<file path="config.mk">
export PLATFORM = sky130hd
export DESIGN_NAME = bpr_front
export DESIGN_NICKNAME = d
export VERILOG_FILES = /design/src/bpr_pkg.sv /design/src/bpr_front.sv
export SDC_FILE = /design/constraint.sdc
export NUM_CORES = 1
export LEC_CHECK = 0
export CAP_MARGIN = 20
export CORE_UTILIZATION = 59
export DETAILED_ROUTE_END_ITERATION = 8
export DONT_BUFFER_PORTS = 1
export HOLD_SLACK_MARGIN = 0.06
export PLACE_DENSITY = 0.75
export RECOVER_POWER = 100
export SETUP_SLACK_MARGIN = 0.3
export SLEW_MARGIN = 5
export SYNTH_ARGS = -nofsm -noshare
export SYNTH_HDL_FRONTEND = slang
export SYNTH_SLANG_ARGS = --single-unit
</file>
<file path="constraint.sdc">
create_clock -name aclk -period 13.54 [get_ports aclk]
set_clock_uncertainty 0.2 [all_clocks]
set_input_delay 1.354 -clock aclk [delete_from_list [all_inputs] [get_ports aclk]]
set_output_delay 1.354 -clock aclk [all_outputs]
set_load 0.03 [all_outputs]
</file>
<file path="src/bpr_pkg.sv">
// ----------------------------------------------------------------------------
// BMP pixel row decoder package
// Shared types, depth codes and register indexes of the pixel row decoder.
// ----------------------------------------------------------------------------
`default_nettype none

package bpr_pkg;

    // Default sizes
    localparam int MAX_WIDTH_DEF       = 4096;
    localparam int MAX_HEIGHT_DEF      = 4096;
    localparam int PALETTE_ENTRIES_DEF = 256;

    // Command queue between front and back
    localparam int CMD_FIFO_DEPTH = 4;
    localparam int CMD_PTR_W      = $clog2(CMD_FIFO_DEPTH);

    // Register field widths
    localparam int DIM_W   = 13;
    localparam int DEPTH_W = 3;

    // Register indexes
    localparam logic [1:0] CFG_IMAGE_WIDTH  = 2'd0;
    localparam logic [1:0] CFG_IMAGE_HEIGHT = 2'd1;
    localparam logic [1:0] CFG_PIXEL_DEPTH  = 2'd2;

    // Pixel depth codes
    localparam logic [DEPTH_W-1:0] DEPTH_1  = 3'd0;
    localparam logic [DEPTH_W-1:0] DEPTH_4  = 3'd1;
    localparam logic [DEPTH_W-1:0] DEPTH_8  = 3'd2;
    localparam logic [DEPTH_W-1:0] DEPTH_24 = 3'd3;
    localparam logic [DEPTH_W-1:0] DEPTH_32 = 3'd4;

    // Input item kinds
    localparam logic KIND_PALETTE = 1'b0;
    localparam logic KIND_PIXEL   = 1'b1;

    typedef struct packed {
        logic [DIM_W-1:0]   image_width;
        logic [DIM_W-1:0]   image_height;
        logic [DEPTH_W-1:0] pixel_depth;
    } cfg_t;

    // One queued command: a palette write, or one data byte with the
    // pixels it yields (count of them, first column, row).
    typedef struct packed {
        logic               is_pal_wr;
        logic [DEPTH_W-1:0] depth;
        logic [7:0]         data;    // data byte, or palette index on a write
        logic [23:0]        color;   // {red, green, blue}
        logic [11:0]        col;
        logic [11:0]        row;
        logic [3:0]         count;
        logic               done;    // last pixel of this command ends the image
    } cmd_t;

endpackage

`default_nettype wire

</file>
<file path="src/bpr_front.sv">
// ----------------------------------------------------------------------------
// Byte classifier
// Tracks row, column and byte phase; turns palette writes and pixel-yielding bytes into commands.
// ----------------------------------------------------------------------------
`default_nettype none

module bpr_front #(
    parameter int MAX_WIDTH  = bpr_pkg::MAX_WIDTH_DEF,
    parameter int MAX_HEIGHT = bpr_pkg::MAX_HEIGHT_DEF
) (
    input  wire logic      aclk,
    input  wire logic      aresetn,
    input  wire bpr_pkg::cfg_t cfg,
    input  wire logic      item_valid,
    output logic           item_ready,
    input  wire logic      item_kind,
    input  wire logic [7:0] item_byte,
    input  wire logic [7:0] item_pal_index,
    input  wire logic [23:0] item_pal_color,
    output logic           cmd_push,
    output bpr_pkg::cmd_t  cmd,
    input  wire logic      cmd_full
);
    import bpr_pkg::*;

    localparam int CW = $clog2(MAX_WIDTH + 1);
    localparam int RW = $clog2(MAX_HEIGHT + 1);
    localparam int BW = $clog2(4 * MAX_WIDTH + 1);
    localparam int LW = CW + 6;

    logic [BW-1:0] byte_reg, byte_next;
    logic [CW-1:0] col_reg, col_next;
    logic [RW-1:0] rows_reg, rows_next;
    logic [1:0]    phase_reg, phase_next;
    logic [7:0]    held_blue_reg, held_blue_next;
    logic [7:0]    held_green_reg, held_green_next;

    logic          accept;
    logic          active;
    logic [CW-1:0] w_eff, avail;
    logic [RW-1:0] h_eff;
    logic [LW-1:0] w_ext, bits, words;
    logic [BW-1:0] row_len, byte_inc;
    logic [3:0]    ppb, n_pix;

    assign item_ready = !cmd_full;
    assign accept     = item_valid && item_ready;

    always_comb begin
        // clamp width and height into the supported range
        if (cfg.image_width == '0) begin
            w_eff = CW'(1);
        end else if (32'(cfg.image_width) > 32'(MAX_WIDTH)) begin
            w_eff = CW'(MAX_WIDTH);
        end else begin
            w_eff = CW'(cfg.image_width);
        end
        if (cfg.image_height == '0) begin
            h_eff = RW'(1);
        end else if (32'(cfg.image_height) > 32'(MAX_HEIGHT)) begin
            h_eff = RW'(MAX_HEIGHT);
        end else begin
            h_eff = RW'(cfg.image_height);
        end

        // padded row length in bytes: whole 32-bit words
        w_ext = LW'(w_eff);
        unique case (cfg.pixel_depth)
            DEPTH_1:  bits = w_ext;
            DEPTH_4:  bits = w_ext << 2;
            DEPTH_8:  bits = w_ext << 3;
            DEPTH_24: bits = (w_ext << 4) + (w_ext << 3);
            default:  bits = w_ext << 5;
        endcase
        words   = (bits + LW'(31)) >> 5;
        row_len = BW'({words, 2'b00});

        // pixels carried by this byte; a 24-bit group left at phase three
        // by a depth change still completes a pixel
        unique case (cfg.pixel_depth)
            DEPTH_1:  ppb = 4'd8;
            DEPTH_4:  ppb = 4'd2;
            DEPTH_8:  ppb = 4'd1;
            DEPTH_24: ppb = (phase_reg >= 2'd2) ? 4'd1 : 4'd0;
            DEPTH_32: ppb = (phase_reg == 2'd2) ? 4'd1 : 4'd0;
            default:  ppb = 4'd0;
        endcase
        avail = (col_reg < w_eff) ? (w_eff - col_reg) : '0;
        if (32'(avail) < 32'(ppb)) begin
            n_pix = 4'(avail);
        end else begin
            n_pix = ppb;
        end

        active = (cfg.pixel_depth <= DEPTH_32) && (rows_reg < h_eff);

        byte_next       = byte_reg;
        col_next        = col_reg;
        rows_next       = rows_reg;
        phase_next      = phase_reg;
        held_blue_next  = held_blue_reg;
        held_green_next = held_green_reg;
        byte_inc        = byte_reg + BW'(1);

        if (accept && item_kind == KIND_PIXEL && active) begin
            if (cfg.pixel_depth == DEPTH_24 || cfg.pixel_depth == DEPTH_32) begin
                if (phase_reg == 2'd0) begin
                    held_blue_next = item_byte;
                end else if (phase_reg == 2'd1) begin
                    held_green_next = item_byte;
                end
                if (cfg.pixel_depth == DEPTH_24 && phase_reg >= 2'd2) begin
                    phase_next = 2'd0;
                end else begin
                    phase_next = phase_reg + 2'd1;
                end
            end
            if (byte_inc >= row_len) begin
                byte_next  = '0;
                col_next   = '0;
                phase_next = 2'd0;
                rows_next  = rows_reg + RW'(1);
            end else begin
                byte_next = byte_inc;
                col_next  = col_reg + CW'(n_pix);
            end
        end

        cmd.is_pal_wr = (item_kind == KIND_PALETTE);
        cmd.depth     = cfg.pixel_depth;
        cmd.data      = (item_kind == KIND_PALETTE) ? item_pal_index : item_byte;
        cmd.color     = (item_kind == KIND_PALETTE) ? item_pal_color
                                                    : {item_byte, held_green_reg, held_blue_reg};
        cmd.col       = 12'(col_reg);
        cmd.row       = 12'(h_eff - RW'(1) - rows_reg);
        cmd.count     = n_pix;
        cmd.done      = (rows_reg == h_eff - RW'(1)) && (col_reg + CW'(n_pix) == w_eff);

        // drop bytes that yield no pixel; palette writes always go through
        cmd_push = accept && ((item_kind == KIND_PALETTE) || (active && n_pix != 4'd0));
    end

    always_ff @(posedge aclk) begin
        if (!aresetn) begin
            byte_reg       <= '0;
            col_reg        <= '0;
            rows_reg       <= '0;
            phase_reg      <= '0;
            held_blue_reg  <= '0;
            held_green_reg <= '0;
        end else begin
            byte_reg       <= byte_next;
            col_reg        <= col_next;
            rows_reg       <= rows_next;
            phase_reg      <= phase_next;
            held_blue_reg  <= held_blue_next;
            held_green_reg <= held_green_next;
        end
    end

endmodule

`default_nettype wire

</file>
; ---- Word-level counts from Yosys, hierarchy flattened
; Cells that the tools add are included.
[word_totals]
out_inout_bits = 67
input_bits = 74
romBits = 0
memories = 0
latch_bits = 0
word_cells = 71
regBits = 59
mem_bits_rw = 0
[classes]
addsub = 9
div = 0
order_cmp = 8
reduce_logical = 21
n_bitwise = 2
mul = 0
eq_ne = 8
mux = 17
shift = 0
[op_table]
columns = cell, n
row1 = 13-bit 2-to-1 mux, 6
row2 = 18-bit one-hot mux with 4 select lines, 1
row3 = 13-bit == test, 2
row4 = 13-bit > comparator (second input constant), 2
row5 = 13-bit zero test, 2
row6 = 13-bit less-than comparator, 2
row7 = 24-bit 2-to-1 mux, 1
row8 = 4-bit one-hot mux with 5 select lines, 1
row9 = 17-bit by 16-bit adder with 18-bit output, 1
row10 = 18-bit by 5-bit adder with 18-bit output (second input constant), 1
row11 = 15-bit by 1-bit adder with 15-bit output (second input constant), 1
row12 = 15-bit >= comparator, 1
row13 = 15-bit 2-to-1 mux, 1
row14 = 13-bit by 1-bit adder with 13-bit output (second input constant), 1
row15 = 13-bit by 4-bit adder with 13-bit output, 1
row16 = 13-bit by 4-bit less-than comparator with 1-bit output, 1
row17 = 13-bit by 1-bit subtractor with 13-bit output (second input constant), 1
row18 = 13-bit subtractor, 1
row19 = 12-bit subtractor, 1
row20 = 1-bit logical AND, 8
row21 = 8-bit 2-to-1 mux, 1
row22 = 3-bit by 2-bit == test with 1-bit output (second input constant), 2
row23 = 2-bit 2-to-1 mux, 3
row24 = 4-bit 2-to-1 mux, 1
row25 = other kinds (18), 22

; ---- Longest topological paths before layout
[depth]
word_depth = 11
depth_mapped = 30
depth_no_buf = 29

; ---- Worst setup path after synthesis
; OpenSTA, ideal clock, no wires.
[synth_path]
path_type = input to output
start = input cfg[18] in the netlist's numbering
end = output cmd[0] in the netlist's numbering
setup_slack_ns = 3.393
path_buffers = 1
arrival_time_ns = 8.593
path_stages = 29
t_required_ns = 11.986
cell_sequence = or4_1 -> nor3_1 -> nor2_1 -> nor2_1 -> inv_1 -> ha_1 -> inv_1 -> or4_1 -> o21ai_0 -> or2_2 -> clkbuf_1 -> nor2_1 -> ha_1 -> a211o_1 -> o22ai_1 -> nand2_1 -> mux2_2 -> o22ai_1 -> ha_1 -> inv_1 -> fa_1 -> nor2b_1 -> o21ai_0 -> a2111oi_2 -> and3_1 -> xnor2_1 -> mux2i_1 -> o21a_1 -> nor4_1
[synth_rtl]
columns = element, line_no
row1 = "start, declared", bpr_front.sv:13  ; input wire bpr_pkg::cfg_t cfg,
row2 = "end, declared", bpr_front.sv:21  ; output bpr_pkg::cmd_t cmd,

==> flow_summary.html <==
<table>
<tr><th>Metric</th><th>Value</th></tr>
<tr><th colspan="2">Run status</th></tr>
<tr><td>Outcome</td><td>finished with violations</td></tr>
<tr><td>Failing checks</td><td>capacitance limit, slew limit</td></tr>
<tr><th colspan="2">Global route</th></tr>
<tr><td>Met3 Use GR</td><td>0.05073</td></tr>
<tr><td>Maximum number of pins on one net before global-route repair</td><td>54</td></tr>
<tr><td>Antenna violations before repair</td><td>0</td></tr>
<tr><td>Most utilized layer in the global route result</td><td>met2</td></tr>
<tr><td>Global-route met2 utilization</td><td>0.4750</td></tr>
<tr><td>Global-route wire length before repair</td><td>32720 µm</td></tr>
<tr><td>Global-route track usage on met1</td><td>0.4293</td></tr>
<tr><td>Remaining global-route overflow</td><td>0</td></tr>
<tr><td>Tot GR Track Use</td><td>0.3072</td></tr>
<tr><td>Vias in the first global route</td><td>6525</td></tr>
<tr><th colspan="2">Final layout</th></tr>
<tr><td>Fillers</td><td>1185</td></tr>
<tr><td>Non-filler instance count after layout</td><td>1165</td></tr>
<tr><td>Core utilization of the finished layout</td><td>0.6213</td></tr>
<tr><td>Number of flip-flops under the largest register name</td><td>15</td></tr>
<tr><td>Antenna diodes</td><td>0</td></tr>
<tr><td>Footprint of the multi-input gates</td><td>0.005817 mm²</td></tr>
<tr><td>Commonest non-fill, non-tap cells in the layout</td><td>119 x sky130_fd_sc_hd__nand2_1, 78 x sky130_fd_sc_hd__ha_1, 73 x sky130_fd_sc_hd__inv_1</td></tr>
<tr><td>Area taken by flip-flops and latches</td><td>0.001181 mm²</td></tr>
<tr><td>Fraction of layout instances using a drive strength above 1</td><td>0.04834</td></tr>
<tr><td>Number of nets in the final layout</td><td>1144</td></tr>
<tr><td>Relative area change from synthesis to final layout</td><td>3.076%</td></tr>
<tr><td>Final std cell area, no fill</td><td>0.007840 mm²</td></tr>
<tr><td>Most common cell after layout, fill and taps aside</td><td>sky130_fd_sc_hd__nand2_1</td></tr>
<tr><th colspan="2">Yosys</th></tr>
<tr><td>Fraction of registers with async set or reset after synthesis</td><td>0</td></tr>
<tr><td>FF+latch count, synth</td><td>59</td></tr>
<tr><td>Top cells by area in the synthesized netlist</td><td>sky130_fd_sc_hd__dfxtp_1 16%, sky130_fd_sc_hd__ha_1 13%, sky130_fd_sc_hd__xnor2_1 6.4%</td></tr>
<tr><td>Synth Area per Inst</td><td>7.363 µm²</td></tr>
<tr><td>Most used flip-flop cell after synthesis</td><td>sky130_fd_sc_hd__dfxtp_1</td></tr>
<tr><td>Summed instance area of the synthesized netlist</td><td>0.007606 mm²</td></tr>
<tr><td>Synthesized netlist cell count</td><td>1033</td></tr>
<tr><td>Area leader, netlist</td><td>sky130_fd_sc_hd__dfxtp_1</td></tr>
<tr><td>Yosys Warn Count</td><td>0</td></tr>
<tr><td>Number of synthesized flops with an enable pin</td><td>0</td></tr>
<tr><td>Portion of the post-synthesis area used by sequential elements</td><td>0.1553</td></tr>
<tr><td>Area share of the largest cell type after synthesis</td><td>0.1553</td></tr>
<tr><td>Total nets after synthesis</td><td>1189</td></tr>
<tr><td>Post-synthesis cell type count</td><td>77</td></tr>
<tr><th colspan="2">Place</th></tr>
<tr><td>Total placed instance area</td><td>0.007592 mm²</td></tr>
<tr><td>Worst Setup Slack post-DPL</td><td>3.075 ns</td></tr>
<tr><td>Detailed placer's ending HPWL</td><td>15680 µm</td></tr>
<tr><td>Count of input and output buffers</td><td>0</td></tr>
<tr><td>Post-Place Cells</td><td>1148</td></tr>
<tr><td>Final RePlAce weighted congestion</td><td>0.9304</td></tr>
<tr><th colspan="2">Timing</th></tr>
<tr><td>Max-slew violations</td><td>2</td></tr>
<tr><td>Slew @ Worst Pin</td><td>1.599 ns</td></tr>
<tr><td>Achievable clock frequency</td><td>88.07 MHz</td></tr>
<tr><td>Final critical-path required period</td><td>11.35 ns</td></tr>
<tr><td>Setup TNS</td><td>0 ns</td></tr>
<tr><td>Number of endpoints failing setup at the final stage</td><td>0</td></tr>
<tr><td>Worst rel slew slack</td><td>-0.08121</td></tr>
<tr><td>Hold Violations, Final</td><td>0</td></tr>
<tr><td>Fin worst setup slack</td><td>2.186 ns</td></tr>
<tr><td>Unrepaired setup endpoints after global routing</td><td>false</td></tr>
<tr><td>Fin crit share</td><td>0.8386</td></tr>
<tr><th colspan="2">Clock tree</th></tr>
<tr><td>Hold buffers post-CTS</td><td>0</td></tr>
<tr><td>Number of CTS-inserted buffers</td><td>9</td></tr>
<tr><td>Clk root buf</td><td>sky130_fd_sc_hd__clkbuf_16</td></tr>
<tr><td>Insertion delay of the later-clocked pin in the worst-skew pair</td><td>0.33 ns</td></tr>
<tr><td>TritonCTS clock tree</td><td>yes</td></tr>
<tr><td>Clock transition at path regs</td><td>0.06 ns</td></tr>
<tr><td>Largest buffer count on any clock path</td><td>2</td></tr>
<tr><td>Number of sinks driven by the clock tree</td><td>59</td></tr>
<tr><td>Number of resized instances in the post-cts repair step</td><td>0</td></tr>
<tr><td>Setup bufs post-CTS</td><td>0</td></tr>
<tr><td>Number of levels the H-tree was split into</td><td>3</td></tr>
<tr><th colspan="2">Floorplanning</th></tr>
<tr><td>Floorplan die area</td><td>0.01335 mm²</td></tr>
<tr><td>Number of placement rows</td><td>41</td></tr>
<tr><td>Core area</td><td>0.01262 mm²</td></tr>
<tr><td>Die height</td><td>115.5 µm</td></tr>
<tr><td>Die Span X</td><td>115.5 µm</td></tr>
<tr><td>Starting density of the core</td><td>0.6027</td></tr>
<tr><td>Number of ports placed on the die boundary</td><td>141</td></tr>
<tr><th colspan="2">Setup path</th></tr>
<tr><td>Highest cell delay on the worst timing path</td><td>1.03 ns</td></tr>
<tr><td>Critical path's slowest cell</td><td>sky130_fd_sc_hd__a2111oi_0</td></tr>
<tr><td>Worst Setup Path Type</td><td>input port to primary output</td></tr>
<tr><td>Worst R2R Setup Slack</td><td>5.76 ns</td></tr>
<tr><td>Worst r2r dst</td><td>col_reg[12]</td></tr>
<tr><td>Element type at the critical path end</td><td>primary output</td></tr>
<tr><td>Worst path arrival time</td><td>9.80 ns</td></tr>
<tr><td>Worst flop-to-flop path startpoint</td><td>col_reg[5]</td></tr>
<tr><td>Depth of the worst register-to-register path</td><td>24</td></tr>
<tr><td>Critical Path Source Type</td><td>input port</td></tr>
<tr><td>Largest driver fanout on the critical path</td><td>10</td></tr>
<tr><td>Critical path's top delay family</td><td>simple AND/OR/NAND/NOR gates</td></tr>
<tr><td>Buf+Inv Stages, Crit Path</td><td>4</td></tr>
<tr><td>Required time of the critical path</td><td>11.99 ns</td></tr>
<tr><th colspan="2">Routing</th></tr>
<tr><td>Detailed router's first-iteration violation count</td><td>866</td></tr>
<tr><td>Via density per instance</td><td>6.412</td></tr>
<tr><td>Number of routed nets with antenna violations</td><td>0</td></tr>
<tr><td>Total via count after detailed routing</td><td>7470</td></tr>
<tr><td>Per-cell routed wire length</td><td>17.69 µm</td></tr>
<tr><td>Detailed-router iteration count before antenna repair</td><td>6</td></tr>
<tr><td>Post-detailed-routing wire length</td><td>20610 µm</td></tr>
<tr><td>Number of DRC violations after detailed routing</td><td>0</td></tr>
<tr><th colspan="2">Power</th></tr>
<tr><td>Static leakage</td><td>3.072 nW</td></tr>
<tr><td>Ratio of total power to cell area</td><td>74.74 mW/mm²</td></tr>
<tr><td>Max VDD drop</td><td>0.06158 mV</td></tr>
<tr><th colspan="2">Hold path</th></tr>
<tr><td>Hold EP</td><td>byte_reg[14]</td></tr>
<tr><td>Class of the tightest hold or removal check</td><td>flip-flop to flip-flop</td></tr>
<tr><td>Hold Crit Depth</td><td>2</td></tr>
<tr><td>Worst Hold Launch</td><td>byte_reg[14]</td></tr>
<tr><th colspan="2">Run</th></tr>
<tr><td>Max Cap Violations</td><td>1</td></tr>
</table>
-- cells in the mapped netlist (23+ instances only) --
library cell and count:
sky130_fd_sc_hd__nand2_1 119, sky130_fd_sc_hd__ha_1 78, sky130_fd_sc_hd__inv_1 73, sky130_fd_sc_hd__dfxtp_1 59, sky130_fd_sc_hd__a21oi_1 57, sky130_fd_sc_hd__nor2_1 57
sky130_fd_sc_hd__xnor2_1 56, sky130_fd_sc_hd__o21ai_0 55, sky130_fd_sc_hd__nand3_1 43, sky130_fd_sc_hd__clkbuf_1 40, sky130_fd_sc_hd__mux2i_1 29, sky130_fd_sc_hd__nor3_1 23
-- final cells by class --
type | count | share of cell area
clock inverter | 7 | 0.007022
timing repair buffer | 8 | 0.008778
clock buffer | 9 | 0.02873
tap | 172 | 0.02745
inverter | 74 | 0.03543
sequential | 59 | 0.1507
multi-input combinational | 836 | 0.7419
-- cell families after synthesis --
kind of cell,share of synthesized area
AND/OR/NAND/NOR,0.2676
buffers and inverters,0.07633
XOR/XNOR,0.08406
AO/OA/AOI/OAI,0.2071
flip-flops,0.1553
adder cells (fa/ha/maj),0.1388
multiplexers,0.07074
-- how the worst max path moves through the flow --
stage | end | slack (ns) | depth (start not counted) | from
6_report | cmd[0] | 2.19 | 30 | cfg[18]
3_5_place_dp | cmd[0] | 3.08 | 30 | cfg[18]
5_1_grt | cmd[0] | 1.74 | 30 | cfg[18]
3_3_place_gp | cmd[0] | 3.23 | 29 | cfg[18]
4_1_cts | cmd[0] | 3.06 | 30 | cfg[18]
2_1_floorplan | cmd[0] | 3.39 | 29 | cfg[18]
-- power by group --
group          switching [mW]  internal, mW
clock network          0.0866         0.124
logic                   0.129        0.0680
registers             0.00268         0.175
-- layer usage --
metal	share of wire	vias to the layer above
met3	0.084	51
met5	0	-
met2	0.44	356
met4	0.029	0
met1	0.45	3427
li1	-	3636
-- per-stage QoR --
step / hold slack, ns / power (mW)
detailed placement: 0.2518 / 0.3773
floorplan: 0.2313 / 0.3530
global placement: 0.2475 / 0.3757
CTS: 0.2616 / 0.5874
finish: 0.2610 / 0.5859
global route: 0.2792 / 0.6152
-- tightest hold or removal path, cell delays in order, from the launching register on --
cell and delay (ns):
sky130_fd_sc_hd__dfxtp_1 0.31, sky130_fd_sc_hd__nand2_1 0.05, sky130_fd_sc_hd__a21oi_1 0.05
(Power assumes the default switching activity.)
