$ cat src/bpr_pkg.sv
// ----------------------------------------------------------------------------
// BMP pixel row decoder package
// Shared types, depth codes and register indexes of the pixel row decoder.
// ----------------------------------------------------------------------------
`default_nettype none

package bpr_pkg;

    // Default sizes
    localparam int MAX_WIDTH_DEF       = 4096;
    localparam int MAX_HEIGHT_DEF      = 4096;
    localparam int PALETTE_ENTRIES_DEF = 256;

    // Command queue between front and back
    localparam int CMD_FIFO_DEPTH = 4;
    localparam int CMD_PTR_W      = $clog2(CMD_FIFO_DEPTH);

    // Register field widths
    localparam int DIM_W   = 13;
    localparam int DEPTH_W = 3;

    // Register indexes
    localparam logic [1:0] CFG_IMAGE_WIDTH  = 2'd0;
    localparam logic [1:0] CFG_IMAGE_HEIGHT = 2'd1;
    localparam logic [1:0] CFG_PIXEL_DEPTH  = 2'd2;

    // Pixel depth codes
    localparam logic [DEPTH_W-1:0] DEPTH_1  = 3'd0;
    localparam logic [DEPTH_W-1:0] DEPTH_4  = 3'd1;
    localparam logic [DEPTH_W-1:0] DEPTH_8  = 3'd2;
    localparam logic [DEPTH_W-1:0] DEPTH_24 = 3'd3;
    localparam logic [DEPTH_W-1:0] DEPTH_32 = 3'd4;

    // Input item kinds
    localparam logic KIND_PALETTE = 1'b0;
    localparam logic KIND_PIXEL   = 1'b1;

    typedef struct packed {
        logic [DIM_W-1:0]   image_width;
        logic [DIM_W-1:0]   image_height;
        logic [DEPTH_W-1:0] pixel_depth;
    } cfg_t;

    // One queued command: a palette write, or one data byte with the
    // pixels it yields (count of them, first column, row).
    typedef struct packed {
        logic               is_pal_wr;
        logic [DEPTH_W-1:0] depth;
        logic [7:0]         data;    // data byte, or palette index on a write
        logic [23:0]        color;   // {red, green, blue}
        logic [11:0]        col;
        logic [11:0]        row;
        logic [3:0]         count;
        logic               done;    // last pixel of this command ends the image
    } cmd_t;

endpackage

`default_nettype wire

$ cat src/bpr_cmd_fifo.sv
// ----------------------------------------------------------------------------
// Command queue
// Small register FIFO that decouples the byte classifier from pixel output.
// ----------------------------------------------------------------------------
`default_nettype none

module bpr_cmd_fifo (
    input  wire logic          aclk,
    input  wire logic          aresetn,
    input  wire logic          push,
    input  wire bpr_pkg::cmd_t cmd_in,
    output logic               full,
    input  wire logic          pop,
    output bpr_pkg::cmd_t      cmd_out,
    output logic               empty
);
    import bpr_pkg::*;

    cmd_t                 mem_reg [CMD_FIFO_DEPTH];
    logic [CMD_PTR_W-1:0] wr_ptr_reg, wr_ptr_next;
    logic [CMD_PTR_W-1:0] rd_ptr_reg, rd_ptr_next;
    logic [CMD_PTR_W:0]   count_reg, count_next;

    assign full    = (count_reg == (CMD_PTR_W+1)'(CMD_FIFO_DEPTH));
    assign empty   = (count_reg == '0);
    assign cmd_out = mem_reg[rd_ptr_reg];

    always_comb begin
        wr_ptr_next = wr_ptr_reg;
        rd_ptr_next = rd_ptr_reg;
        count_next  = count_reg;
        if (push && !full) begin
            wr_ptr_next = wr_ptr_reg + 1'b1;
        end
        if (pop && !empty) begin
            rd_ptr_next = rd_ptr_reg + 1'b1;
        end
        if ((push && !full) && !(pop && !empty)) begin
            count_next = count_reg + 1'b1;
        end else if (!(push && !full) && (pop && !empty)) begin
            count_next = count_reg - 1'b1;
        end
    end

    always_ff @(posedge aclk) begin
        if (!aresetn) begin
            wr_ptr_reg <= '0;
            rd_ptr_reg <= '0;
            count_reg  <= '0;
        end else begin
            wr_ptr_reg <= wr_ptr_next;
            rd_ptr_reg <= rd_ptr_next;
            count_reg  <= count_next;
        end
    end

    always_ff @(posedge aclk) begin
        if (push && !full) begin
            mem_reg[wr_ptr_reg] <= cmd_in;
        end
    end

endmodule

`default_nettype wire

$ cat config.mk
export PLATFORM = sky130hd
export DESIGN_NAME = bpr_cmd_fifo
export DESIGN_NICKNAME = d
export VERILOG_FILES = /design/src/bpr_pkg.sv /design/src/bpr_cmd_fifo.sv
export SDC_FILE = /design/constraint.sdc
export NUM_CORES = 1
export LEC_CHECK = 0
export BUFFER_PORTS_ARGS = -buffer_cell sky130_fd_sc_hd__buf_4
export CORE_MARGIN = 5
export CORE_UTILIZATION = 55
export CTS_BUF_LIST = sky130_fd_sc_hd__clkbuf_8
export CTS_CLUSTER_SIZE = 28
export DETAILED_ROUTE_END_ITERATION = 8
export PLACE_DENSITY = 0.77
export SLEW_MARGIN = 20
export SYNTH_ARGS = -nofsm -noshare
export SYNTH_HDL_FRONTEND = slang
export SYNTH_SLANG_ARGS = --single-unit
$ cat constraint.sdc
create_clock -name aclk -period 3.5 [get_ports aclk]
set_input_delay 0.35 -clock aclk [delete_from_list [all_inputs] [get_ports aclk]]
set_output_delay 0.35 -clock aclk [all_outputs]
set_load 0.03 [all_outputs]
After elaboration in Yosys (flattened, before gate mapping)
Memory sizes are Yosys's and may differ from the RTL's. A register that Yosys moved wholly into a read port is not among the register bits.
Index checks and enable logic that the tools add are counted.
{"block": "totals", "regBits": 7, "ram_bits": 260, "in_bits": 69, "out_inout_bits": 67, "wordCells": 25, "mem_count": 1}
{"memory": "mem_reg", "words": 4, "width": 65, "rd": 1, "rd_clocked_by_memory_dff": 1, "write_ports": 1, "line": "bpr_cmd_fifo.sv:19", "source": "cmd_t mem_reg [CMD_FIFO_DEPTH];"}
{"block": "op_classes", "n_addsub": 4, "n_eq_ne": 1, "n_mux": 6, "reduce_logical": 10}
{"operator": "3-bit 2-to-1 mux", "n": 2}
{"operator": "2-bit by 1-bit adder with 2-bit output, second input constant", "n": 2}
{"operator": "1-bit logical AND", "n": 4}
{"operator": "1-bit logical NOT", "n": 4}
{"operator": "2-bit 2-to-1 mux", "n": 2}
{"operator": "3-bit by 1-bit adder with 3-bit output, second input constant", "n": 1}
{"operator": "3-bit equality test, second input constant", "n": 1}
{"operator": "3-bit logical NOT", "n": 1}
{"operator": "3-bit by 1-bit subtractor with 3-bit output, second input constant", "n": 1}
{"operator": "1-bit 2-to-1 mux", "n": 2}
{"operator": "2-bit nonzero test", "n": 1}

Logic depth before layout (Yosys ltp)
Gate-level depths: netlist of the first run.
{"block": "depth", "depth_word": 7, "ltp_mapped": 9, "depth_no_buf": 8}

Worst setup path before layout of the first run
OpenSTA, ideal clock, no wires.
{"block": "synth_path", "path_kind": "flip-flop to flip-flop", "startpoint": "register count_reg[0]", "endpoint": "memory mem_reg[0][0] in the netlist's numbering, enable pin", "setup_time_ns": 0.430, "arrival_time_ns": 2.436, "setup_slack_ns": 0.634, "path_stages_with_launch": 5, "path_buffers": 1, "synth_period_minus_slack_ns": 2.866, "path_cell_list": "dfxtp_1 -> nor3b_2 -> nor2b_1 -> buf_2 -> and2_1"}
{"block": "synth_between", "elab_chain_cells": 5}
{"item": "start, declared", "line": "bpr_cmd_fifo.sv:22", "source": "logic [CMD_PTR_W:0] count_reg, count_next;"}
{"item": "start signal, assigned", "line": "bpr_cmd_fifo.sv:53", "source": "count_reg <= count_next;"}
{"item": "3-bit equality test", "line": "bpr_cmd_fifo.sv:24", "source": "assign full = (count_reg == (CMD_PTR_W+1)'(CMD_FIFO_DEPTH));"}
{"item": "net full", "line": "bpr_cmd_fifo.sv:12", "source": "output logic full,"}
{"item": "1-bit logical NOT", "line": "bpr_cmd_fifo.sv:58", "source": "if (push && !full) begin"}
{"item": "1-bit logical AND", "line": "bpr_cmd_fifo.sv:58"}
{"item": "1-bit 2-to-1 mux", "line": "bpr_cmd_fifo.sv:58"}
{"item": "1-bit 2-to-1 mux (implied by the code)", "line": "bpr_cmd_fifo.sv:59", "source": "mem_reg[wr_ptr_reg] <= cmd_in;"}
{"item": "end, declared", "line": "bpr_cmd_fifo.sv:19"}
The timed path passes the listed nets, and every way through them passes these cells.

Final worst setup path of the first run
{"block": "layout_path", "startpoint": "register count_reg[0]", "endpoint": "register count_reg[2]"}
{"block": "layout_between", "elab_chain_cells": 6}
{"item": "branches (longest 6 deep; another with 3-bit by 1-bit subtractor with 3-bit output)"}
Several ways; the timed one is not identified. The select of a mux whose other input is x is not followed.
A chain may end at the register's enable or synchronous reset.

==> flow_metrics.py, run 1 <==
metrics = {
    "outcome": {
        "status": "finished, final reports clean",
    },
    "drt": {
        "ant_nets": 0,
        "drcViolationCount": 0,
        "drtIter0Drc": 307,
        "viasPerCell": 5.53,
        "drt-total-wl_um": 17300,
        "vias": 4538,
        "wl_per_cell_um": 21.1,
        "drt_first_pass_iters": 5,
    },
    "timing": {
        "hold_violations": 0,
        "fmax_ghz": 0.393,
        "relSlewSlack_pct": 34.1,
        "timing.final.crit_period_ns": 2.54,
        "rsz0062_at_grt": "false",
        "skew_ns": 0.0104,
        "fin_setup_tns_ns": 0,
        "worst_slew_pin_slew_ns": 0.989,
        "setup_slack_ns": 0.958,
        "holdWs_ns": 0.0327,
        "setup-violations-final": 0,
        "fin_crit_sh_pct": 72.6,
        "finalMaxSlewViolations": 0,
    },
    "clocking": {
        "clk_pin_slew_ns": 0.06,
        "cts.htree.levels": 2,
        "numCtsBuffers": 42,
        "ctsResizeCount": 0,
        "clock_path_buffers": 3,
        "clk_latency_ns": 0.52,
        "cts_tree": "yes",
        "clkSinkCount": 269,
        "root_buffer": "clkbuf_8",
    },
    "setup_path": {
        "arrival_ns": 2.97,
        "max_stage_delay_ns": 0.48,
        "worst-path-max-fanout": 7,
        "criticalPathCategory": "reg2reg",
        "crit_family": "simple AND/OR/NAND/NOR gates",
        "worstPathCellList": "nor3b_2 -> nor2b_1 -> ha_1 -> inv_1 -> fa_1 -> xor2_1 -> or3_1 -> a21boi_0",
        "slowest_stage": "dfxtp_1",
        "required_ns": 3.93,
        "crit_path_start_kind": "flop",
        "critPathBufInv": 1,
        "cp-end-kind": "flop",
    },
    "power_and_ir_drop": {
        "peakVddDrop_v": 0.000523,
        "power_density_nw_per_um2": 755,
        "leakage_nw": 4.06,
    },
    "grt": {
        "grt_pass1_wl_um": 26700,
        "grt_max_degree": 66,
        "first_global_vias": 5039,
        "grtUsageMet3_pct": 3.80,
        "overflow": 0,
        "grt_use_met2_pct": 28.9,
        "track_usage_pct": 17.0,
        "busiest_layer": "met2",
        "grt_use_met1_pct": 21.9,
        "antenna_found_initial": 0,
    },
    "floorplanning": {
        "die_w_um": 144,
        "initial_core_util_pct": 55.5,
        "placementRows": 49,
        "ios": 136,
        "die_y_um": 144,
        "design.core.area_um2": 17800,
        "dieArea_um2": 20800,
    },
    "layout": {
        "stdcell_count": 821,
        "finish.instance_area_um2": 11900,
        "drive_gt1_share_pct": 43.8,
        "final_cell_mix": "260 x edfxtp_1, 136 x buf_4, 65 x mux4_2",
        "largest_reg_flops": 260,
        "layout_commonest_cell": "edfxtp_1",
        "antenna_cells": 0,
        "area_growth_syn_to_layout_pct": 20.5,
        "final_nets": 641,
    },
    "placed_design": {
        "place_ws_ns": 0.941,
        "gp_congestion": 0.746,
        "hpwl_um": 10000,
        "dp_cells": 738,
        "port_buffers": 135,
        "dpl-instance-area_um2": 11100,
    },
    "job": {
        "maxCapViolCount": 0,
    },
    "synth": {
        "synthCells": 387,
        "syn_nets": 462,
        "post_synth_num_cell_types": 24,
        "synth.yosys.seq_area_share_pct": 80.6,
        "avgSynthCellArea_um2": 25.6,
        "ys_ff_latch": 269,
        "synth-warning-count": 0,
        "synth_area_um2": 9910,
    },
    "hold_path": {
        "hp-class": "in2reg",
    },
}
[final timing paths]
kind | endpoint | start | slack, ns | cells after the start
max reg2reg | count_reg[2]$_SDFFE_PN0P_ | count_reg[0]$_SDFFE_PN0P_ | 0.96 | 8
min reg2reg | wr_ptr_reg[1]$_SDFFE_PN0P_ | wr_ptr_reg[1]$_SDFFE_PN0P_ | 0.50 | 2
min | mem_reg[3][42]$_DFFE_PP_ | cmd_in[42] | 0.03 | 1
max | count_reg[2]$_SDFFE_PN0P_ | count_reg[0]$_SDFFE_PN0P_ | 0.96 | 8
[timing repair]
item                                   4_1_cts  5_1_grt
endpoints found under the hold margin       40        0
hold buffers                                13        0
buffers inserted                             0        0
setup endpoints to repair                    0        0
[final cells by class]
cell class | instances | area [um^2]
clock buffer | 43 | 592
clock inverter | 27 | 110
fill | 1157 | 5900
inverter | 3 | 11.3
multi-input combinational | 99 | 1760
sequential | 269 | 8000
tap | 229 | 287
timing repair buffer | 151 | 1190
[power breakdown]
part / switching (mW) / total (mW) / internal [mW]
Combinational: 1.49 / 2.67 / 1.18
Sequential: 0.192 / 4.11 / 3.92
Clock: 1.10 / 2.23 / 1.13
[stage by stage]
| step | power, mW | utilization [%] |
|---|---|---|
| final | 9.01 | 66.9 |
| after global routing | 9.42 | 66.9 |
| after CTS | 9.14 | 66.9 |
| after floorplan | 6.05 | - |
| after global placement | 6.83 | 62.3 |
| after detailed placement | 6.89 | 62.3 |
[cell families (layout without fill, tap and decap cells)]
group	Yosys count	after routing	share of synthesized area [%]
DFF	269	269	80.6
muxes	68	68	15.1
buffers and inverters	19	224	1.74
and+or+nand+nor	17	17	1.02
adders and majority gates	6	6	0.834
AOI/OAI and AO/OA	4	4	0.341
xor gates and xnor gates	4	4	0.354
[layer usage]
metal | up-vias | part of all wire, %
met5 | - | 0
met4 | 0 | 2.4
met3 | 35 | 6.6
met2 | 152 | 52
met1 | 2344 | 39
li1 | 2007 | -
[Yosys cell counts]
cell | instances | area, um^2
o31ai_2 | 1 | 12.5
mux4_2 | 65 | 1460
xor2_1 | 1 | 8.76
dfxtp_1 | 9 | 180
mux2i_1 | 3 | 30.0
edfxtp_1 | 260 | 7810
buf_2 | 7 | 35.0
a21boi_0 | 1 | 7.51
buf_12 | 5 | 100
nor3b_2 | 1 | 12.5
o311ai_1 | 1 | 8.76
clkbuf_1 | 2 | 7.51
inv_1 | 3 | 11.3
buf_6 | 1 | 11.3
o21ai_0 | 1 | 5.00
buf_4 | 1 | 7.51
nor2b_1 | 2 | 12.5
nor3_1 | 1 | 5.00
xnor2_1 | 3 | 26.3
ha_1 | 5 | 62.6
or3_1 | 1 | 6.26
nand2_1 | 4 | 15.0
and2_1 | 8 | 50.1
fa_1 | 1 | 20.0
[worst reg2reg max path, stage by stage, from the launching register on]
cell and delay (ns):
dfxtp_1 0.48, nor3b_2 0.10, nor2b_1 0.45, ha_1 0.31, inv_1 0.07, fa_1 0.38
xor2_1 0.18, or3_1 0.30, a21boi_0 0.19
Power figures use the tool's default switching activity.
==> run 2: changes to the inputs <==
--- a/config.mk
+++ b/config.mk
@@ -5,13 +5,14 @@
 export SDC_FILE = /design/constraint.sdc
 export NUM_CORES = 1
 export LEC_CHECK = 0
+export ABC_AREA = 1
 export BUFFER_PORTS_ARGS = -buffer_cell sky130_fd_sc_hd__buf_4
 export CORE_MARGIN = 5
 export CORE_UTILIZATION = 55
 export CTS_BUF_LIST = sky130_fd_sc_hd__clkbuf_8
 export CTS_CLUSTER_SIZE = 28
 export DETAILED_ROUTE_END_ITERATION = 8
-export PLACE_DENSITY = 0.77
+export PLACE_DENSITY = 0.76
 export SLEW_MARGIN = 20
 export SYNTH_ARGS = -nofsm -noshare
 export SYNTH_HDL_FRONTEND = slang
==> constraint.sdc (replaced) <==
create_clock -name aclk -period 2.4 [get_ports aclk]
set_input_delay 0.24 -clock aclk [delete_from_list [all_inputs] [get_ports aclk]]
set_output_delay 0.24 -clock aclk [all_outputs]
set_load 0.03 [all_outputs]
==> flow_metrics.py, run 2 <==
metrics = {
    "outcome": {
        "status": "finished, final reports clean",
    },
    "synth": {
        "synth_ff_type": "edfxtp_1",
        "ys_ff_latch": 269,
        "netlist_top_cells_count": "260 x edfxtp_1, 124 x nor2_1, 91 x o21ai_0",
        "synthAdderAreaFrac_pct": 0.791,
        "synth_compound_area_share_pct": 11.7,
        "synthCells": 699,
        "yosys.area.top_type_share_pct": 74.8,
        "muxShareOfSynthArea_pct": 0,
        "avgSynthCellArea_um2": 14.9,
        "synth-xor-area-share_pct": 0.0839,
        "yosys.area_share.simple_pct": 7.42,
        "async_flop_share_pct": 0,
        "post_synth_num_cell_types": 24,
        "synth-warning-count": 0,
        "yosysTopAreaCell": "edfxtp_1",
        "syn_nets": 774,
        "synth_edf_count": 260,
        "synth.yosys.seq_area_share_pct": 76.5,
        "ys_top_cells_by_area": "edfxtp_1 75%, nor2_1 4.5%, o21ai_0 4.4%, o22ai_1 2.7%, o22ai_2 2.4%",
        "synth_area_um2": 10400,
        "synth_top_family_by_area": "compound AO/OA/AOI/OAI gates",
        "yosysMostFrequentCell": "edfxtp_1",
    },
    "grt": {
        "grt_max_degree": 66,
        "track_usage_pct": 20.7,
        "antenna_found_initial": 2,
        "busiest_layer": "met2",
        "grtUsageMet3_pct": 4.54,
        "overflow": 0,
        "grt_use_met1_pct": 25.6,
        "grt_use_met2_pct": 36.9,
        "grt_pass1_wl_um": 35500,
        "first_global_vias": 6902,
    },
    "drt": {
        "viasPerCell": 5.55,
        "wl_per_cell_um": 19.1,
        "vias": 6586,
        "ant_nets": 0,
        "drt_first_pass_iters": 5,
        "drcViolationCount": 0,
        "drt-total-wl_um": 22600,
        "drtIter0Drc": 376,
    },
    "timing": {
        "fmax_ghz": 0.439,
        "relSlewSlack_pct": 64.8,
        "setup-violations-final": 0,
        "worst_slew_pin_slew_ns": 0.528,
        "fin_setup_tns_ns": 0,
        "fin_crit_sh_pct": 94.9,
        "timing.final.crit_period_ns": 2.28,
        "rsz0062_at_grt": "false",
        "skew_ns": 0.0233,
        "finalMaxSlewViolations": 0,
        "hold_violations": 0,
    },
    "setup_path": {
        "worst-path-max-fanout": 47,
        "cp-end-kind": "output port",
        "required_ns": 2.16,
        "crit_path_start_kind": "flop",
        "criticalPathCategory": "reg2out",
        "arrival_ns": 2.04,
    },
    "clocking": {
        "cts.htree.levels": 2,
        "clk_latency_ns": 0.55,
        "clock_path_buffers": 3,
        "clk_pin_slew_ns": 0.06,
        "numCtsBuffers": 42,
        "cts_tree": "yes",
        "root_buffer": "clkbuf_8",
        "clkSinkCount": 269,
    },
    "floorplanning": {
        "dieArea_um2": 21800,
        "die_w_um": 148,
        "design.core.area_um2": 18700,
        "die_y_um": 148,
        "initial_core_util_pct": 55.8,
        "ios": 136,
        "placementRows": 50,
    },
    "layout": {
        "drive_gt1_share_pct": 26.9,
        "area_growth_syn_to_layout_pct": 25.9,
        "postLayoutCoreUtil_pct": 70.3,
        "finish.instance_area_um2": 13100,
        "largest_reg_flops": 260,
        "final_cell_mix": "260 x edfxtp_1, 143 x buf_4, 120 x nor2_1",
        "stdcell_count": 1187,
        "final_nets": 996,
        "layout_commonest_cell": "edfxtp_1",
    },
    "hold_path": {
        "hp-class": "in2reg",
    },
    "job": {
        "maxCapViolCount": 0,
    },
    "placed_design": {
        "gp_congestion": 0.735,
        "dp_cells": 1044,
        "dpl-instance-area_um2": 11700,
        "port_buffers": 135,
        "hpwl_um": 12500,
    },
    "power_and_ir_drop": {
        "peakVddDrop_v": 0.000781,
        "power_density_nw_per_um2": 1060,
        "finalPower_mw": 13.9,
        "leakage_nw": 4.71,
    },
}
-- run 2: changes by cell type in the layout (fill, tap and decap cells not counted), sizes merged, moves of 4 or more --
cell / change
nand2: +11
nor2: +144
o21ai: +130
dlygate4sd3: +53
mux4: -65
and2: -8
o22ai: +65
inv: +18
buf: +16
nand3: +4
-- run 2: worst max-delay path: stages, from the launching register on --
cell	delay, ns
dfxtp_2	0.33
inv_2	0.31
buf_12	0.30
o21ai_0	0.17
o22ai_2	0.18
buf_4	0.20
-- run 2: stage by stage --
step	hold WS, ns	setup WS (ns)
5_1_grt	0.0214	0.0111
2_1_floorplan	0.339	-0.422
3_3_place_gp	0.438	0.562
6_report	0.0288	0.123
4_1_cts	0.00338	0.0637
3_5_place_dp	0.443	0.438
-- run 2: timing repair --
item | 4_1_cts | 5_1_grt
hold endpoints to repair | 263 | 0
hold buffers | 66 | 0
gates resized for setup | 3 | 2
buffers inserted | 0 | 1
setup endpoints to repair | 7 | 9
-- run 2: logic make-up (layout without fill, tap and decap cells) --
family / count (synthesis) / after routing
other: 0 / 1
adders and majority gates: 6 / 6
DFF: 269 / 269
buffers and inverters: 60 / 313
xor gates and xnor gates: 1 / 1
AOI/OAI and AO/OA: 199 / 199
and+or+nand+nor: 164 / 164
-- run 2: final timing paths --
| check | start | end | slack, ns | cells past startpoint |
|---|---|---|---|---|
| hold / removal | pop | flop | 0.03 | 3 |
| setup / recovery | flop | cmd_out[8] | 0.12 | 5 |
| hold reg to reg | rd_ptr_reg[1]$_SDFFE_PN0P_ | flop | 0.50 | 2 |
| setup reg to reg | count_reg[0]$_SDFFE_PN0P_ | count_reg[2]$_SDFFE_PN0P_ | 0.37 | 13 |
-- run 2: cell type report --
| cell class | instances | area [um^2] |
|---|---|---|
| sequential | 269 | 7990 |
| clock buffer | 43 | 592 |
| antenna | 1 | 2.50 |
| inverter | 18 | 83.8 |
| clock inverter | 32 | 139 |
| fill | 1209 | 5560 |
| multi-input combinational | 370 | 2120 |
| timing repair buffer | 220 | 1930 |
| tap | 234 | 293 |
-- run 2: where the power goes --
group	internal (mW)	total, mW	switching, mW
registers	5.71	5.89	0.183
clock network	1.67	3.33	1.65
logic	1.59	4.65	3.07
-- run 2: metal layers --
metal / vias to the layer above / wire (um)
met5: - / 11
met4: 2 / 429
met3: 36 / 1590
met2: 249 / 11700
met1: 3235 / 8920
li1: 3064 / -
